`src/rtl/core/pec_pkg.sv`:
```
// Shared types, widths and helpers for the polynomial evaluation unit.
// No dependencies; every other file of the block refers to it by scoped name.
package pec_pkg;

   localparam int NUM_COEFFS_DEF = 7;   // degree six polynomial
   localparam int FRAC_BITS_DEF  = 16;  // Q16.16

   localparam int DATA_W    = 32;       // coefficients, time point, results
   localparam int CSR_IDX_W = 3;        // register index width
   localparam int LANES     = 4;        // value and three derivatives
   localparam int ACC_W     = 63;       // Horner accumulator
   localparam int SCALE_W   = 39;       // coef times falling factorial (<= 120)
   localparam int PROD_W    = ACC_W + DATA_W;  // exact acc * t
   localparam int SUM_W     = ACC_W + 1;       // acc + scaled coef

   localparam logic signed [ACC_W-1:0] ACC_MAX = {1'b0, {(ACC_W-1){1'b1}}};
   localparam logic signed [ACC_W-1:0] ACC_MIN = {1'b1, {(ACC_W-1){1'b0}}};

   localparam logic signed [DATA_W-1:0] DATA_MAX = {1'b0, {(DATA_W-1){1'b1}}};
   localparam logic signed [DATA_W-1:0] DATA_MIN = {1'b1, {(DATA_W-1){1'b0}}};

   // One derivative lane between Horner steps.
   typedef struct packed {
      logic [ACC_W-1:0] acc;
      logic             sat;
   } lane_type;

   // i * (i-1) * ... * (i-k+1); zero when i < k.
   function automatic int falling(input int i, input int k);
      int r;
      r = 1;
      for (int j = 0; j < k; j++) begin
         r = r * (i - j);
      end
      return r;
   endfunction

endpackage

```
`src/rtl/core/pec_coef_regs.sv`:
```
// Coefficient registers, stored premultiplied by the falling factorial of each
// derivative order. Depends on pec_pkg.
module pec_coef_regs #(
   parameter int NUM_COEFFS = pec_pkg::NUM_COEFFS_DEF
) (
   input  logic                                  clock,
   input  logic                                  reset,
   input  logic                                  csr_wr_en,
   input  logic [pec_pkg::CSR_IDX_W-1:0]         csr_index,
   input  logic [pec_pkg::DATA_W-1:0]            csr_wdata,
   output logic signed [pec_pkg::SCALE_W-1:0]    scale [pec_pkg::LANES][NUM_COEFFS]
);

   logic signed [pec_pkg::SCALE_W-1:0] scale_ff [pec_pkg::LANES][NUM_COEFFS];

   always_ff @(posedge clock) begin
      if (reset) begin
         for (int k = 0; k < pec_pkg::LANES; k++) begin
            for (int i = 0; i < NUM_COEFFS; i++) begin
               scale_ff[k][i] <= '0;
            end
         end
      end else if (csr_wr_en) begin
         for (int i = 0; i < NUM_COEFFS; i++) begin
            if (csr_index == pec_pkg::CSR_IDX_W'(i)) begin
               for (int k = 0; k < pec_pkg::LANES; k++) begin
                  scale_ff[k][i] <= pec_pkg::SCALE_W'($signed(csr_wdata))
                                  * pec_pkg::SCALE_W'(pec_pkg::falling(i, k));
               end
            end
         end
      end
   end

   assign scale = scale_ff;

endmodule

```
`config.mk`:
```
export PLATFORM = sky130hd
export DESIGN_NAME = pec_coef_regs
export DESIGN_NICKNAME = d
export VERILOG_FILES = /design/src/rtl/core/pec_pkg.sv /design/src/rtl/core/pec_coef_regs.sv
export SDC_FILE = /design/constraint.sdc
export NUM_CORES = 1
export LEC_CHECK = 0
export BUFFER_PORTS_ARGS = -buffer_cell sky130_fd_sc_hd__buf_2
export CAP_MARGIN = 20
export CORE_AREA = 5 5 437 439
export CTS_CLUSTER_DIAMETER = 40
export DETAILED_ROUTE_END_ITERATION = 6
export DIE_AREA = 0 0 442 444
export SYNTH_ARGS = -nofsm -noshare
export SYNTH_HDL_FRONTEND = slang
export SYNTH_SLANG_ARGS = --single-unit
```
`constraint.sdc`:
```
create_clock -name clock -period 3.6 [get_ports clock]
set_input_delay 0.36 -clock clock [delete_from_list [all_inputs] [get_ports clock]]
set_output_delay 0.36 -clock clock [all_outputs]
set_load 0.03 [all_outputs]
```
==> metrics, run 1 <==
status=complete, no violations; Slowest cell on crit path=fa_1; worst-path cell chain=clkbuf_4, ha_4, fa_1, inv_1, fa_1, inv_1, ha_2, nand4_1, a211oi_2, o21ai_1, buf_4, a21oi_4, o21ai_1, a31o_2, o31ai_2, nand2_1, a31oi_1; starting density of the core=between 10% and 20%; final setup margin=25.4 ps; CTS H-tree lvls=3; Area Growth Syn to Fin=32.3%; synthesized flop and latch total=roughly 430; crit path DAT=~4200 ps; CTS Hold Bufs=0; worst hold start=csr_wdata[28]; leading register cell type out of synthesis=dfxtp_1; IO Port Bufs=between 800 and 900; DP Wirelength=~110 mm; synth unique cells=69; Post-Syn Area per Cell=~8 um^2; Hold Vio Cnt, Final=0; Setup crit start=csr_wdata[6]; number of flops mapped to enable cells by yosys=0; DRT antenna net count=0; max_cap viols=0; DR vias=25300; Total GRT Usage=between 10% and 20%; Skew-Pair Late Insertion Delay=670 ps; max FFs per register=431; Gate Count Post-Synth=3474; first-pass GRT wire length=approximately 190 mm; Final Util=between 10% and 20%; GRT Residual Overflow=0; Die X=between 400 and 500 um; delay-heaviest family, CP=adder cells; startpoint types=primary input; vias per cell=~3.8; DR pass1 iterations=7; Final GP Congestion=around 0.89; largest area contributor in the netlist=dfxtp_1; top achievable clock speed=approximately 280 MHz; ranking of synthesized cells by area=dfxtp_1 (32%), buf_4 (18%), nand2_1 (11%); Leak Pwr=around 17 nW; total CTS buffers=77; Clk pin slew, worst setup/hold paths=around 60 ps; Yosys warning count=0; Final Cell Area=35800 um^2; TritonCTS clock tree=yes; count of buffer and inverter cells on the critical path=4; Max rail drop VDD=~0.33 mV; post-place setup slack=-913 ps; IO Pins=around 1100; Final Max Slew Viols=0; RSZ-0062 raised after global routing=yes; Least-Margin Pin Slew=about 1100 ps; ys async rst share=0%; share of post-route cells with drive strength above 1=around a third; Pwr Density=548 nW/um^2; flop2flop setup slack=~2400 ps; most frequent cells in the layout=buf_2 (868), nand2_1 (806), a21oi_1 (457); WHS=155 ps; Final Net Count=between 4000 and 5000; critical path peak fanout=5; CP Depth=17; die height=roughly 440 um; Root Driver=clkbuf_16; vias in the first global route=approximately 24000; Max stage delay on crit path=510 ps; site row count=~160; clk_skew=0 ps; largest net degree at the start of global routing=144; r2r startpoint=scale[772]; initial DRC count=between 1500 and 2000; CP endpoint=scale[77]; # clock sinks=roughly 430; CP Class=primary input to flip-flop; per-cell routed wire length=20.9 um; Tcrit/Tclk final=between 90% and 100%; FF-to-FF End=scale[772]; full die area=between 150000 and 200000 um^2; clock buffer depth=3; Hold Crit Class=primary input to flip-flop; crit end category=flip-flop; core area=about 190000 um^2; Register-to-Register Path Depth=2; total chip power=19.6 mW; DRC Markers=0; Mapped Area=between 20000 and 30000 um^2; Post-Route WL=around 140 mm; sequential fraction of the synthesis area=between 30% and 40%; dpl cell area=between 30000 and 40000 um^2; fin crit period=between 3000 and 4000 ps; post-synth top area share=a little under a third; Worst Path Required=between 4000 and 5000 ps; initial antenna violation count=18; commonest non-fill, non-tap cell in the layout=buf_2; slew margin rel.=25.8%; Setup Viol. Count Final=0
==> where the power goes <==
| part | total, mW | switching [mW] | internal [mW] |
|---|---|---|---|
| Combinational | 6.93 | 4.32 | 2.60 |
| Sequential | 5.09 | 0.154 | 4.94 |
| Clock | 7.62 | 2.95 | 4.67 |
| Total | 19.6 | 7.42 | 12.2 |
==> area by class of cell <==
type | count | area (um^2)
antenna | 7 | 17.5
clock buffer | 89 | 2030
clock inverter | 52 | 662
fill | 20900 | 151000
inverter | 156 | 586
multi-input combinational | 2297 | 13700
sequential | 431 | 8630
tap | 2495 | 3120
timing repair buffer | 1204 | 7070
==> routing by layer <==
metal	track usage [%]	up-vias	wire length, um
li1	-	11800	-
met2	22.4	1158	67800
met4	6.45	4	6820
met5	0.513	-	144
met3	4.34	188	12400
met1	15.6	12200	53600
==> per-stage QoR <==
stage	std cells	TNS, ps
6_report	6731	0
5_1_grt	6730	-53.4
4_1_cts	6722	0
3_5_place_dp	6581	-47380
3_3_place_gp	6581	-43030
2_1_floorplan	3727	-879
==> cell usage after synthesis, types with 7 or more instances <==
library cell  instances
nand2_1             808
buf_4               661
a21oi_1             466
dfxtp_1             431
clkbuf_1            162
ha_1                158
inv_1               156
nor2_1              102
fa_1                 59
o21ai_0              59
xnor2_1              54
a21o_1               50
xor2_1               35
nand3_1              29
a211oi_1             28
nor3_1               20
a31oi_1              18
buf_1                17
nand4_1              15
and3_1               14
o21a_1               12
nor2b_1              11
nand2b_1              8
o21bai_1              7
==> what timing repair did <==
item / CTS / global route
endpoints found under the setup margin: 6 / 40
gates resized for setup: 2 / 51
setup buffers: 0 / 3
pin swaps: 0 / 25
==> worst reg2reg max path, cell delays in order (launching register included) <==
cell     delay, ps
dfxtp_1        840
nand2_1        100
a21oi_1        170
==> how the worst min path moves through the flow <==
stage | cells past startpoint | to | slack [ps]
after floorplan | 2 | scale[742] | 500
after detailed placement | 2 | scale[945] | 440
after global routing | 4 | scale[886] | 100
after CTS | 4 | scale[886] | 70
final | 4 | scale[886] | 160
after global placement | 2 | scale[834] | 440
==> cells by family after synthesis <==
group | after synthesis | synth area share (%)
AND/OR/NAND/NOR | 1030 | 15.2
buffers and inverters | 999 | 23.0
AO/OA/AOI/OAI | 703 | 15.2
flip-flops | 431 | 31.9
adder cells (fa/ha/maj) | 217 | 11.7
XOR/XNOR | 89 | 2.88
multiplexers | 4 | 0.148
other | 1 | 0.0139
Note: power is estimated with default switching activity, not from simulation.
==> inputs of run 2 (changes only) <==
==> constraint.sdc (replaced) <==
create_clock -name clock -period 3.6 [get_ports clock]
set_input_delay 0.54 -clock clock [delete_from_list [all_inputs] [get_ports clock]]
set_output_delay 0.54 -clock clock [all_outputs]
set_load 0.03 [all_outputs]
==> metrics, run 2 (synthesis gave the netlist of run 1 again) <==
status=complete, no violations; fill count=20700 (-0.75%); vias per cell=3.78 (+0.59%); clk_skew=0 ps (unchanged); DR pass1 iterations=6 (-1); startpoint types=primary input; initial DRC count=1860 (+7.4%); commonest non-fill, non-tap cell in the layout=buf_2; Placed Instances=6658 (+1.2%); GRT met1 Usage=16.1% (+0.46 points); Hold Vio Cnt, Final=0 (unchanged); top achievable clock speed=281 MHz (+0.59%); DR vias=25900 (+2.1%); per-cell routed wire length=20.9 um (about the same); Root Driver=clkbuf_16; total chip power=21.2 mW (+7.7%); slew margin rel.=28.1% (+2.3 points); CP Class=primary input to flip-flop; Area Growth Syn to Fin=36.9%; Die X=442 um (unchanged); Skew-Pair Late Insertion Delay=700 ps (+30 ps); Total GRT Usage=13.6% (+0.16 points); core area=187000 um^2 (unchanged); starting density of the core=14.5% (unchanged); DRC Markers=0 (unchanged); CTS H-tree lvls=3 (unchanged); GRT busiest layer=met2; TritonCTS clock tree=yes; Worst Path Required=4170 ps (-20 ps); max FFs per register=431 (unchanged); Post-Route WL=143 mm (+1.6%); critical path peak fanout=5 (unchanged); RSZ-0062 raised after global routing=yes; WHS=264 ps (+109 ps); die height=444 um (unchanged); Max rail drop VDD=0.353 mV (+8.2%); Leak Pwr=17.9 nW (+3.8%); Final Max Slew Viols=0 (unchanged); share of post-route cells with drive strength above 1=36.0% (+2.1 points); # clock sinks=431 (unchanged); vias in the first global route=24500 (+2.8%); GR Layer Usage met2=23.5% (+1.1 points); clock buffer depth=3 (unchanged); first-pass GRT wire length=191 mm (+1.5%); Register-to-Register Path Depth=2 (unchanged); crit end category=flip-flop; CTS Hold Bufs=0 (unchanged); full die area=196000 um^2 (unchanged); IO Pins=1130 (unchanged); hold path depth=2 (-2); Tcrit/Tclk final=98.7% (-0.59 points); site row count=159 (unchanged); Clk pin slew, worst setup/hold paths=60 ps (about the same); most frequent cells in the layout=buf_2 (861), nand2_1 (806), a21oi_1 (455); total CTS buffers=85 (+10%); Pwr Density=571 nW/um^2 (+4.1%); Final Net Count=4506 (+1.9%); DRT antenna net count=0 (unchanged); GR Util met3=3.65% (-0.69 points); largest net degree at the start of global routing=135 (-6.3%); Hold Crit Class=primary input to flip-flop; crit path DAT=4130 ps (-30 ps); DP Wirelength=116 mm (+0.99%); Least-Margin Pin Slew=1080 ps (-34.4 ps); max_cap viols=0 (unchanged); initial antenna violation count=22 (+4); IO Port Bufs=875 (unchanged); GRT Residual Overflow=0 (unchanged); Setup Viol. Count Final=0 (unchanged); Final Util=19.8% (+0.66 points); fin crit period=3550 ps (-21.1 ps); Non-Filler Instances=6835 (+1.5%); Final GP Congestion=0.866 (-2.2%)
run 2: cell types whose count changed in the layout (fill, tap and decap cells not counted), moves of 7 or more:
cell	previous run	this run
clkbuf_16	77	85
buf_2	868	861
buf_6	1	9
buf_4	314	390
diode_2	7	16
run 2: worst max-delay path, cell delays in order:
cell	delay, ps
buf_12	120
ha_4	260
xnor2_4	170
inv_2	60
ha_4	260
inv_2	40
fa_1	530
inv_2	50
ha_4	260
nand4_1	100
a21oi_1	150
and3b_2	240
a211o_4	370
buf_6	140
o21a_4	210
o21ai_2	110
a31oi_1	110
xor2_1	190
o21a_1	140
nor2_1	40
run 2: area by class of cell:
class | instances | area (um^2) | share of cell area, %
sequential | 431 | 8630 | 23.3
multi-input combinational | 2297 | 13900 | 37.4
timing repair buffer | 1280 | 7680 | 20.7
antenna | 16 | 40.0 | 0.108
clock inverter | 63 | 912 | 2.46
clock buffer | 97 | 2230 | 6.02
tap | 2495 | 3120 | 8.42
inverter | 156 | 586 | 1.58
run 2: power by group:
group          internal (mW)  switching [mW]
sequential              4.94           0.157
clock                   5.42            3.23
combinational           2.92            4.48
total                   13.3            7.87
run 2: worst paths after layout:
kind	slack [ps]	endpoint	startpoint
max reg2reg	2480	scale[889]	scale[889]
min reg2reg	450	scale[551]	scale[551]
min	260	scale[760]	reset
max	50	scale[34]	csr_wdata[1]
run 2: repair_timing:
| item | 4_1_cts | 5_1_grt |
|---|---|---|
| pin swaps | 18 | 39 |
| gates cloned | 0 | 0 |
| setup endpoints to repair | 32 | 62 |
| gates resized for setup | 27 | 64 |
| setup buffers | 5 | 2 |
run 2: per-layer routing:
metal  part of all wire, %  vias to the layer above
met5                     0                        -
met3                   7.6                      189
met4                   3.6                        0
li1                      -                    12000
met2                    50                     1156
met1                    39                    12500
run 2: stage by stage:
step	setup WS, ps	area, um^2	TNS [ps]
floorplan	-318	28300	-4210
global placement	-1030	33500	-73370
detailed placement	-1040	33500	-78220
CTS	-19.6	36800	-28.5
global route	-80.6	37000	-333
finish	46.5	37100	0
